<file path="src/ptb_pkg.sv">
package ptb_pkg;

	// Bank size and counter width
	localparam int TIMER_COUNT = 8;
	localparam int COUNT_WIDTH = 24;

	// Width of a timer address, and of the widened input index used for range checks
	localparam int IDX_W = (TIMER_COUNT > 1) ? $clog2(TIMER_COUNT) : 1;
	localparam int SEL_W = ((IDX_W + 1) > 3) ? (IDX_W + 1) : 3;

	typedef logic [COUNT_WIDTH-1:0] count_t;
	typedef logic [IDX_W-1:0]       slot_t;

	typedef enum logic [1:0] {
		CMD_START = 2'd0,
		CMD_STOP  = 2'd1,
		CMD_POLL  = 2'd2,
		CMD_TICK  = 2'd3
	} cmd_t;

	typedef enum logic [2:0] {
		ST_IDLE = 3'b001,
		ST_TICK = 3'b010,
		ST_DONE = 3'b100
	} state_t;

	// Write request into the count and period store
	typedef struct packed {
		slot_t  addr;
		logic   count_en;
		logic   period_en;
		count_t count;
		count_t period;
	} wr_req_t;

endpackage

</file>
<file path="src/ptb_store.sv">
module ptb_store import ptb_pkg::*; (
	input  logic    clk,
	input  wr_req_t wr,
	input  slot_t   rd_addr,
	output count_t  rd_count,
	output count_t  rd_period
);

	count_t count_mem [TIMER_COUNT];
	count_t period_mem [TIMER_COUNT];
	count_t rd_count_q;
	count_t rd_period_q;

	// Write the addressed entry
	always_ff @(posedge clk) begin
		if (wr.count_en) begin
			count_mem[wr.addr] <= wr.count;
		end
		if (wr.period_en) begin
			period_mem[wr.addr] <= wr.period;
		end
	end

	// Read one entry a cycle, data registered
	always_ff @(posedge clk) begin
		rd_count_q  <= count_mem[rd_addr];
		rd_period_q <= period_mem[rd_addr];
	end

	assign rd_count  = rd_count_q;
	assign rd_period = rd_period_q;

endmodule

</file>
<file path="src/ptb_step_unit.sv">
module ptb_step_unit import ptb_pkg::*; (
	input  count_t count_in,
	input  count_t period_in,
	output count_t count_next,
	output logic   reached
);

	// Advance the count and compare it against the period
	assign count_next = count_in + count_t'(1);
	assign reached    = (count_next >= period_in);

endmodule

</file>
<file path="src/polled_timer_bank.sv">
// Bank of TIMER_COUNT polled millisecond timers.
// Input channel (in_valid / in_stall) carries one item: command, timer_index,
// period_ms. Output channel (out_valid / out_stall) returns one item per
// input item with the single field expired.
// Start, stop and poll are handled in the accepting cycle; their result is
// loaded into the output register from ST_DONE, once that register is free.
// A tick walks the bank through one shared increment-and-compare unit, one
// timer a cycle against a registered read of the count/period store, so its
// result is loaded into the output register from ST_DONE after the last timer.
// in_stall is high from acceptance until the result has been loaded into the
// output register, so a new item is not accepted before that load, but it
// may be accepted while the previous result still waits in that register.
// While the receiver stalls, the result holds in the output register and a
// finished item waits in its last state until that register frees up.
// Reset clears every timer's active and expired flags and empties the output
// register; counts and periods need no reset as they are only read for
// active timers, which start has loaded.
module polled_timer_bank import ptb_pkg::*; (
	input  logic        clk,
	input  logic        arst_n,
	input  logic        in_valid,
	output logic        in_stall,
	input  logic [1:0]  command,
	input  logic [2:0]  timer_index,
	input  logic [23:0] period_ms,
	output logic        out_valid,
	input  logic        out_stall,
	output logic        expired
);

	state_t                 state_q;
	slot_t                  sweep_q;
	logic [TIMER_COUNT-1:0] active_q;
	logic [TIMER_COUNT-1:0] expd_q;
	logic                   res_q;
	logic                   out_valid_q;
	logic                   out_exp_q;

	logic [SEL_W-1:0] idx_wide;
	logic             in_range;
	slot_t            slot;
	cmd_t             cmd;
	logic             accept;
	logic             poll_hit;
	logic             slot_free;
	logic             live;
	logic             last;
	wr_req_t          wr;
	slot_t            rd_addr;
	count_t           rd_count;
	count_t           rd_period;
	count_t           count_next;
	logic             reached;

	// Decode the item
	assign idx_wide  = SEL_W'(timer_index);
	assign in_range  = (idx_wide < SEL_W'(TIMER_COUNT));
	assign slot      = idx_wide[IDX_W-1:0];
	assign cmd       = cmd_t'(command);
	assign in_stall  = (state_q != ST_IDLE);
	assign accept    = in_valid && (state_q == ST_IDLE);
	assign poll_hit  = in_range && active_q[slot] && expd_q[slot];
	assign slot_free = !out_valid_q || !out_stall;
	assign live      = active_q[sweep_q] && !expd_q[sweep_q];
	assign last      = (sweep_q == slot_t'(TIMER_COUNT - 1));

	ptb_store u_store (
		.clk       (clk),
		.wr        (wr),
		.rd_addr   (rd_addr),
		.rd_count  (rd_count),
		.rd_period (rd_period)
	);

	ptb_step_unit u_step (
		.count_in   (rd_count),
		.period_in  (rd_period),
		.count_next (count_next),
		.reached    (reached)
	);

	// Drive store writes and the read address
	always_comb begin
		wr.addr      = slot;
		wr.count_en  = 1'b0;
		wr.period_en = 1'b0;
		wr.count     = '0;
		wr.period    = count_t'(period_ms);
		rd_addr      = '0;
		case (state_q)
			ST_IDLE: begin
				if (accept && cmd == CMD_START && in_range) begin
					wr.count_en  = 1'b1;
					wr.period_en = 1'b1;
				end else if (accept && cmd == CMD_POLL && poll_hit) begin
					wr.count_en = 1'b1;
				end
			end
			ST_TICK: begin
				wr.addr     = sweep_q;
				wr.count    = count_next;
				wr.count_en = live;
				rd_addr     = sweep_q + slot_t'(1);
			end
			default: begin
			end
		endcase
	end

	// Sequence the item and hold the per-timer flags
	always_ff @(posedge clk or negedge arst_n) begin
		if (!arst_n) begin
			state_q  <= ST_IDLE;
			sweep_q  <= '0;
			active_q <= '0;
			expd_q   <= '0;
			res_q    <= 1'b0;
		end else begin
			case (state_q)
				ST_IDLE: begin
					if (accept) begin
						res_q   <= 1'b0;
						state_q <= ST_DONE;
						case (cmd)
							CMD_START: begin
								if (in_range) begin
									active_q[slot] <= 1'b1;
									expd_q[slot]   <= 1'b0;
								end
							end
							CMD_STOP: begin
								if (in_range) begin
									active_q[slot] <= 1'b0;
									expd_q[slot]   <= 1'b0;
								end
							end
							CMD_POLL: begin
								if (poll_hit) begin
									expd_q[slot] <= 1'b0;
									res_q        <= 1'b1;
								end
							end
							CMD_TICK: begin
								sweep_q <= '0;
								state_q <= ST_TICK;
							end
							default: begin
							end
						endcase
					end
				end
				ST_TICK: begin
					if (live && reached) begin
						expd_q[sweep_q] <= 1'b1;
					end
					if (last) begin
						state_q <= ST_DONE;
					end else begin
						sweep_q <= sweep_q + slot_t'(1);
					end
				end
				ST_DONE: begin
					if (slot_free) begin
						state_q <= ST_IDLE;
					end
				end
				default: begin
					state_q <= ST_IDLE;
				end
			endcase
		end
	end

	// Hold the result until the receiver takes it
	always_ff @(posedge clk or negedge arst_n) begin
		if (!arst_n) begin
			out_valid_q <= 1'b0;
		end else if (state_q == ST_DONE && slot_free) begin
			out_valid_q <= 1'b1;
		end else if (!out_stall) begin
			out_valid_q <= 1'b0;
		end
	end

	always_ff @(posedge clk) begin
		if (state_q == ST_DONE && slot_free) begin
			out_exp_q <= res_q;
		end
	end

	assign out_valid = out_valid_q;
	assign expired   = out_exp_q;

	// An inactive timer never carries an expired flag
	a_flag_needs_active: assert property (@(posedge clk) disable iff (!arst_n)
		(expd_q & ~active_q) == '0)
		else $error("expired flag set on inactive timer");

	// An accepted tick starts the sweep at the first timer
	a_tick_sweeps: assert property (@(posedge clk) disable iff (!arst_n)
		(accept && cmd == CMD_TICK) |=> (state_q == ST_TICK && sweep_q == '0))
		else $error("tick did not start the sweep");

	// A tick always reports not expired
	a_tick_result_zero: assert property (@(posedge clk) disable iff (!arst_n)
		(state_q == ST_TICK) |-> !res_q)
		else $error("tick carries an expired result");

endmodule
</file>
<file path="config.mk">
export PLATFORM = sky130hd
export DESIGN_NAME = polled_timer_bank
export DESIGN_NICKNAME = d
export VERILOG_FILES = /design/src/ptb_pkg.sv /design/src/ptb_store.sv /design/src/ptb_step_unit.sv /design/src/polled_timer_bank.sv
export SDC_FILE = /design/constraint.sdc
export NUM_CORES = 1
export LEC_CHECK = 0
export BUFFER_PORTS_ARGS = -buffer_cell sky130_fd_sc_hd__buf_4
export CAP_MARGIN = 10
export CORE_MARGIN = 3
export CORE_UTILIZATION = 26
export CTS_CLUSTER_SIZE = 24
export DETAILED_ROUTE_END_ITERATION = 7
export HOLD_SLACK_MARGIN = 0.08
export PLACE_DENSITY = 0.51
export RECOVER_POWER = 25
export SKIP_CTS_REPAIR_TIMING = 1
export SYNTH_ARGS = -nofsm -noshare
export SYNTH_HDL_FRONTEND = slang
export SYNTH_SLANG_ARGS = --single-unit
</file>
<file path="constraint.sdc">
create_clock -name clk -period 3.7 [get_ports clk]
set_input_delay 0.74 -clock clk [delete_from_list [all_inputs] [get_ports clk]]
set_output_delay 0.74 -clock clk [all_outputs]
set_load 0.005 [all_outputs]
</file>
==> results of run 1 <==
-- cell usage after synthesis (all sizes together), types with 5 or more instances --
master / instances / share of area (%)
a21o: 5 / 0.20
a21oi: 23 / 0.62
and2: 73 / 2.5
and3: 5 / 0.17
and4: 7 / 0.33
buf: 28 / 1.1
clkbuf: 17 / 0.35
dfrtp: 23 / 3.1
dfxtp: 48 / 5.2
edfxtp: 385 / 63
ha: 27 / 1.8
inv: 33 / 0.67
mux2: 49 / 3.0
mux4: 98 / 12
nand2: 30 / 0.66
nand2b: 5 / 0.21
nand3: 16 / 0.43
nand3b: 10 / 0.41
nand4: 5 / 0.17
nor2: 37 / 0.84
nor4: 5 / 0.20
o21ai: 23 / 0.66
o31ai: 6 / 0.24
xnor2: 15 / 0.71
xor2: 7 / 0.33
-- sequential cells by signal (all words and copies together) (netlist names), named ones only --
| register | cells |
|---|---|
| out_valid | 1 |
| u_store.rd_count | 24 |
| expd_q | 8 |
| u_store.count_mem | 192 |
| sweep_q | 3 |
| state_q | 3 |
| u_store.rd_period | 24 |
| u_store.period_mem | 192 |
| expired | 1 |
| res_q | 1 |
-- how the worst max path moves through the flow --
stage / depth (start not counted) / to / start / slack, ns
finish: 12 / expd_q[0]$_DFFE_PN0P_ / u_store.rd_count[6]$_DFF_P_ / 0.40
global placement: 12 / expd_q[0]$_DFFE_PN0P_ / u_store.rd_count[2]$_DFF_P_ / 0.53
global route: 12 / expd_q[7]$_DFFE_PN0P_ / u_store.rd_count[2]$_DFF_P_ / 0.10
CTS: 12 / expd_q[0]$_DFFE_PN0P_ / u_store.rd_count[2]$_DFF_P_ / 0.34
floorplan: 7 / u_store.count_mem[4][0]$_DFFE_PP_ / timer_index[0] / 0.55
detailed placement: 12 / expd_q[0]$_DFFE_PN0P_ / u_store.rd_count[2]$_DFF_P_ / 0.38
-- per-stage QoR --
| stage | total power [mW] | utilization [%] |
|---|---|---|
| detailed placement | 6.85 | 28.4 |
| global route | 12.4 | 30.8 |
| floorplan | 6.52 | - |
| CTS | 12.1 | 30.9 |
| global placement | 6.84 | 28.4 |
| finish | 11.9 | 30.8 |
-- cells by family after synthesis --
| kind of cell | count (synthesis) |
|---|---|
| flip-flops | 457 |
| multiplexers | 149 |
| buffers and inverters | 78 |
| XOR/XNOR | 22 |
| adder cells (fa/ha/maj) | 27 |
| AND/OR/NAND/NOR | 203 |
| AO/OA/AOI/OAI | 80 |
-- critical path: cells and delay by family, from the launching register on --
family / cells / cell delay (ns)
adders and majority gates: 1 / 0.28
and+or+nand+nor: 5 / 1.05
DFF: 1 / 0.41
xor gates and xnor gates: 1 / 0.22
AOI/OAI and AO/OA: 5 / 1.22
-- power by group through the flow --
stage,clock (mW),sequential (mW),combinational [mW]
after CTS,5.34,5.83,0.910
after detailed placement,0,5.94,0.907
after global placement,0,5.94,0.898
final,5.19,5.83,0.876
after global routing,5.57,5.85,0.974
after floorplan,0,5.89,0.634
-- cell type report --
cell class | count | area (um2)
clock buffers | 68 | 1400
clock inverters | 24 | 353
fillers | 6833 | 48600
inverters | 33 | 124
multi-input cells | 481 | 5020
flip-flops and latches | 457 | 13100
well taps | 940 | 1180
repair buffers | 63 | 432
-- layer usage --
layer  up-vias  part of all wire [%]
li1       4128                     -
met1      4713                    46
met2       137                    48
met3        58                   3.5
met4         0                   2.3
met5         -                     0
-- layout by cell type (no fill, tap or decap), drive strengths merged, types with 27 or more instances in the layout --
| cell | synthesis | final |
|---|---|---|
| mux4 | 98 | 98 |
| nand2 | 30 | 30 |
| ha | 27 | 27 |
| inv | 33 | 34 |
| clkbuf | 17 | 93 |
| nor2 | 37 | 37 |
| and2 | 73 | 73 |
| mux2 | 49 | 49 |
| dfxtp | 48 | 48 |
| edfxtp | 385 | 385 |
| buf | 28 | 37 |
==> run metrics, run 1 <==
status finished, final reports clean; io pins 36; CTS sink cnt 457; vias in the first global route between 9000 and 10000; Hold Vio Cnt, Final 0; TritonCTS clock tree built; WHS approximately 0.42 ns; met2 usage 18.3%; via count around 9000; crit-path max FO 5; area of the mapped netlist 0.0185 mm2; setup TNS 0 ns; Post-DP Area about 0.020 mm2; Max VDD drop around 0.42 mV; slowest CP cell dfxtp_1; clk buf depth 3; Critical Path Sink Type register; hold depth 2; die area 0.0743 mm2; # setup viols final 0; Cell Rows 97; CP arrival around 3.8 ns; total grt overflow 0; clock skew 0.0276 ns; post-DP HPWL between 20000 and 25000 um; Flop pwr share approximately 49%; Worst-Margin Slew 1.33 ns; Placed Cells 1973; Logic pwr share 7.4%; Fmax achieved around 300 MHz; Most used DFF post-synth edfxtp_1; Core Area between 0.07 and 0.08 mm2; Syn Nets ~1100; first-pass GRT wire length 62800 um; share of flip-flops with an asynchronous set or reset 5.25%; gr usage total 11.3%; Distinct cells, synth between 50 and 60; Hold Path Origin command[0]; Critical Path RT about 4.2 ns; met3 usage between 1.5 and 2%; initial antenna violation count 1; largest net degree at the start of global routing 52; Hold Crit Class in -> reg; antenna-violating nets left 0; WL final 41000 um; Nets between 1000 and 1500; Port-buffer cells 35; chip height roughly 270 um; Synth Area in Adders 1.83%; post-route cell area approximately 0.022 mm2; Final WS setup around 0.40 ns; post-synthesis mux area share between 10% and 20%; largest family of logic cells by synthesized area multiplexers; fraction of layout cells with a size suffix above 1 25.8%; nature of the critical path startpoint register; 1st-iter DRT viols 703; Starting Density between 20% and 30%; number of flops mapped to enable cells by yosys just under 400; clock share of power roughly 44%; dpl ws roughly 0.38 ns; LEAKAGE approximately 7.2 nW; reg-to-reg startpoint u_store.rd_count[6]$_DFF_P_; number of diodes 0; switching portion of total power 22.1%; DRC violation count after routing 0; Top Usage Layer GRT met2; max-cap violations 0; H-tree Lvls 2; Post-Synth XOR/XNOR Area roughly 1.0%; Power Internal 9.27 mW; vias per cell around 4.4; met1 usage roughly 15%; CTS Buf Count 50; CP Class reg -> reg; Synth Area in Simple Gates under 10%; TritonRoute pass-1 iters 5; wire length per cell 19.8 um; final period demand of the worst path around 3.3 ns; sequential fraction of the synthesis area between 70% and 80%; post-synthesis compound-gate area fraction around 2.7%; Mapped Cells between 1000 and 1500; Worst slew margin a little under an eighth; routability cong. a little under 0.8; RSZ-0062 raised after global routing false; Post-Syn Area per Cell about 18 um2; Area growth syn-to-layout 17.0%; Chip Width between 200 and 300 um; Synthesis Warnings 0; clk_lat worst skew around 0.60 ns; R2R Path End expd_q[0]$_DFFE_PN0P_; clk slew on worst S/H paths 0.06 ns; Final Non-Filler Cells ~2100; worst-path cell chain and4_1, and3_1, nand4_1, nor2b_1, xor2_1, ha_1, a21o_1, a21o_1, a221oi_1, nor4_1, a21o_1, a31o_1; switching pwr roughly 2.6 mW; pwr dens approximately 550 mW/mm2; FF+latch count, synth approximately 460; cell mode on critical path a21o_1; flop-to-flop setup slack 0.40 ns; fin crit share 89.1%; crit-path max cell delay a little over 0.4 ns; Final Max Tran Viols 0; CTS root buffer clkbuf_16; Worst R2R Path Depth 12
Power figures use the tool's default switching activity.
==> inputs of run 2 (changes only) <==
--- a/config.mk
+++ b/config.mk
@@ -8,11 +8,11 @@
 export BUFFER_PORTS_ARGS = -buffer_cell sky130_fd_sc_hd__buf_4
 export CAP_MARGIN = 10
 export CORE_MARGIN = 3
-export CORE_UTILIZATION = 26
+export CORE_UTILIZATION = 55
 export CTS_CLUSTER_SIZE = 24
 export DETAILED_ROUTE_END_ITERATION = 7
 export HOLD_SLACK_MARGIN = 0.08
-export PLACE_DENSITY = 0.51
+export PLACE_DENSITY = 0.82
 export RECOVER_POWER = 25
 export SKIP_CTS_REPAIR_TIMING = 1
 export SYNTH_ARGS = -nofsm -noshare
==> constraint.sdc (replaced) <==
create_clock -name clk -period 3.7 [get_ports clk]
set_input_delay 0 -clock clk [delete_from_list [all_inputs] [get_ports clk]]
set_output_delay 0 -clock clk [all_outputs]
set_load 0.005 [all_outputs]
==> run 2 against run 1 <==
Net effect:
- largest cell class unchanged
- combinational power increased by 5.0%
- critical endpoint is now expd_q[7]$_DFFE_PN0P_
- global-route usage increased by 10 points
- setup slack improved by 0.045 ns
- largest power group unchanged
- final cell count decreased by 23%
- critical path depth unchanged
- maximum frequency increased by 1.4%
==> run metrics, run 2 (synthesized netlist as in run 1, its figures left out) <==
gr usage total 21.6% (+10 points); RSZ-0062 raised after global routing false; # setup viols final 0 (unchanged); Area growth syn-to-layout 14.0%; post-route cell area 0.0211 mm2 (-2.6%); most frequent cells in the layout edfxtp_1 (385), mux4_2 (98), and2_1 (58); setup TNS 0 ns (unchanged); CP Class reg -> reg; crit-path max cell delay 0.38 ns (-0.03 ns); Worst slew margin 11.9% (+0.27 points); nature of the critical path startpoint register; CTS sink cnt 457 (unchanged); WL final 38500 um (-6.0%); reg-to-reg startpoint u_store.rd_count[2]$_DFF_P_; largest net degree at the start of global routing 38 (-27%); Final WS setup 0.447 ns (+0.0446 ns); vias per cell 6.02 (+38%); flop-to-flop setup slack 0.45 ns (+0.04 ns); post-DP HPWL 21900 um (-8.1%); io pins 36 (unchanged); Critical Path RT 4.10 ns (-0.07 ns); worst-path cell chain and3_1, and4_1, nand4_1, nor2b_1, xor2_1, ha_1, a21o_1, a21o_1, a221oi_1, nor4_1, a21oi_1, a21oi_1; crit-path max FO 5 (unchanged); die area 0.0358 mm2 (-52%); fraction of layout cells with a size suffix above 1 24.2% (-1.6 points); clk slew on worst S/H paths 0.06 ns (about the same); R2R Path End expd_q[7]$_DFFE_PN0P_; Core Area 0.0329 mm2 (-53%); dpl ws 0.487 ns (+0.102 ns); antenna-violating nets left 0 (unchanged); Hold Vio Cnt, Final 0 (unchanged); Filler cells 2253 (-67%); max-cap violations 0 (unchanged); TritonRoute pass-1 iters 5 (unchanged); wire length per cell 24.1 um (+21%); 1st-iter DRT viols 875 (+24%); clock skew 0.0243 ns (-0.00332 ns); vias in the first global route 9833 (+1.1%); first-pass GRT wire length 59000 um (-6.1%); TritonCTS clock tree built; Worst R2R Path Depth 12 (unchanged); initial antenna violation count 0 (-1); Worst-Margin Slew 1.32 ns (-0.00404 ns); via count 9634 (+6.6%); Port-buffer cells 35 (unchanged); Placed Cells 1476 (-25%); Max VDD drop 0.537 mV (+28%); LEAKAGE 7.15 nW (about the same); Starting Density 56.2% (+30 points); Post-DP Area 0.0193 mm2 (-3.3%); CP bufs+invs 0 (unchanged); chip height 189 um (-31%); CP arrival 3.65 ns (-0.12 ns); CTS Buf Count 46 (-8.0%); CTS root buffer clkbuf_16; hold depth 3 (+1); Chip Width 189 um (-31%); routability cong. 0.912 (+17%); H-tree Lvls 2 (unchanged); final period demand of the worst path 3.25 ns (-0.0446 ns); pwr dens 535 mW/mm2 (-2.8%); number of diodes 0 (unchanged); Final Max Tran Viols 0 (unchanged); status finished, final reports clean; commonest non-fill, non-tap cell in the layout edfxtp_1; Top Registers u_store.count_mem x192, u_store.period_mem x192; Hold Crit Class in -> reg; total grt overflow 0 (unchanged); Crit path max-delay family compound AO/OA/AOI/OAI gates; fin crit share 87.9% (-1.2 points); Cell Rows 66 (-32%); clk_lat worst skew 0.55 ns (-0.05 ns); WHS 0.280 ns (-0.138 ns); Final Non-Filler Cells 1601 (-23%); slowest CP cell dfxtp_1; clk buf depth 3 (unchanged); Nets 1181 (+3.1%); DRC violation count after routing 0 (unchanged); Critical Path Sink Type register; Fmax achieved 307 MHz (+1.4%); Hold Path Origin command[0]
## run 2: changes by cell type in the layout (fill, tap and decap cells not counted), sizes merged
cell,previous run,this run
buf,37,38
bufinv,7,3
clkinv,15,13
clkinvlp,1,5
dlygate4sd3,1,38
clkbuf,93,91
inv,34,33
## run 2: report_power, final
group	internal, mW	switching [mW]	total [mW]
Clock	2.62	1.88	4.50
Sequential	5.72	0.117	5.84
Combinational	0.430	0.491	0.920
Total	8.77	2.49	11.3
## run 2: worst max-delay path by stage
stage                                           start                                end  slack (ns)  depth (start not counted)
after floorplan                state_q[0]$_DFFE_PN1P_  u_store.count_mem[4][0]$_DFFE_PP_        0.70                          6
after global placement    u_store.rd_count[2]$_DFF_P_              expd_q[0]$_DFFE_PN0P_        0.69                         12
after detailed placement  u_store.rd_count[2]$_DFF_P_              expd_q[3]$_DFFE_PN0P_        0.49                         12
after CTS                 u_store.rd_count[2]$_DFF_P_              expd_q[7]$_DFFE_PN0P_        0.46                         12
after global routing      u_store.rd_count[2]$_DFF_P_              expd_q[7]$_DFFE_PN0P_        0.21                         12
final                     u_store.rd_count[2]$_DFF_P_              expd_q[7]$_DFFE_PN0P_        0.45                         12
## run 2: worst min-delay path, stage by stage
cell and delay, ns:
dlygate4sd3_1 0.52, buf_4 0.15, o31ai_1 0.09
## run 2: per-layer routing
layer | global-route usage [%] | vias up | wire (um)
met3 | 3.02 | 80 | 2170
met1 | 29.7 | 4972 | 15800
met2 | 36.9 | 397 | 19600
met5 | 0 | - | 0
li1 | - | 4185 | -
met4 | 6.00 | 0 | 920
## run 2: layout make-up
class / instances / area [um2] / share of cell area (%)
flip-flops and latches: 457 / 13100 / 62.3
multi-input cells: 481 / 5020 / 23.8
clock buffers: 65 / 1270 / 6.05
repair buffers: 102 / 763 / 3.62
well taps: 442 / 553 / 2.63
clock inverters: 21 / 208 / 0.986
inverters: 33 / 124 / 0.588
## run 2: metrics by stage
step / total power, mW / utilization [%]
CTS: 11.3 / 63.2
detailed placement: 6.81 / 58.7
global placement: 6.77 / 58.7
global route: 11.6 / 64.1
floorplan: 6.52 / -
finish: 11.3 / 64.1
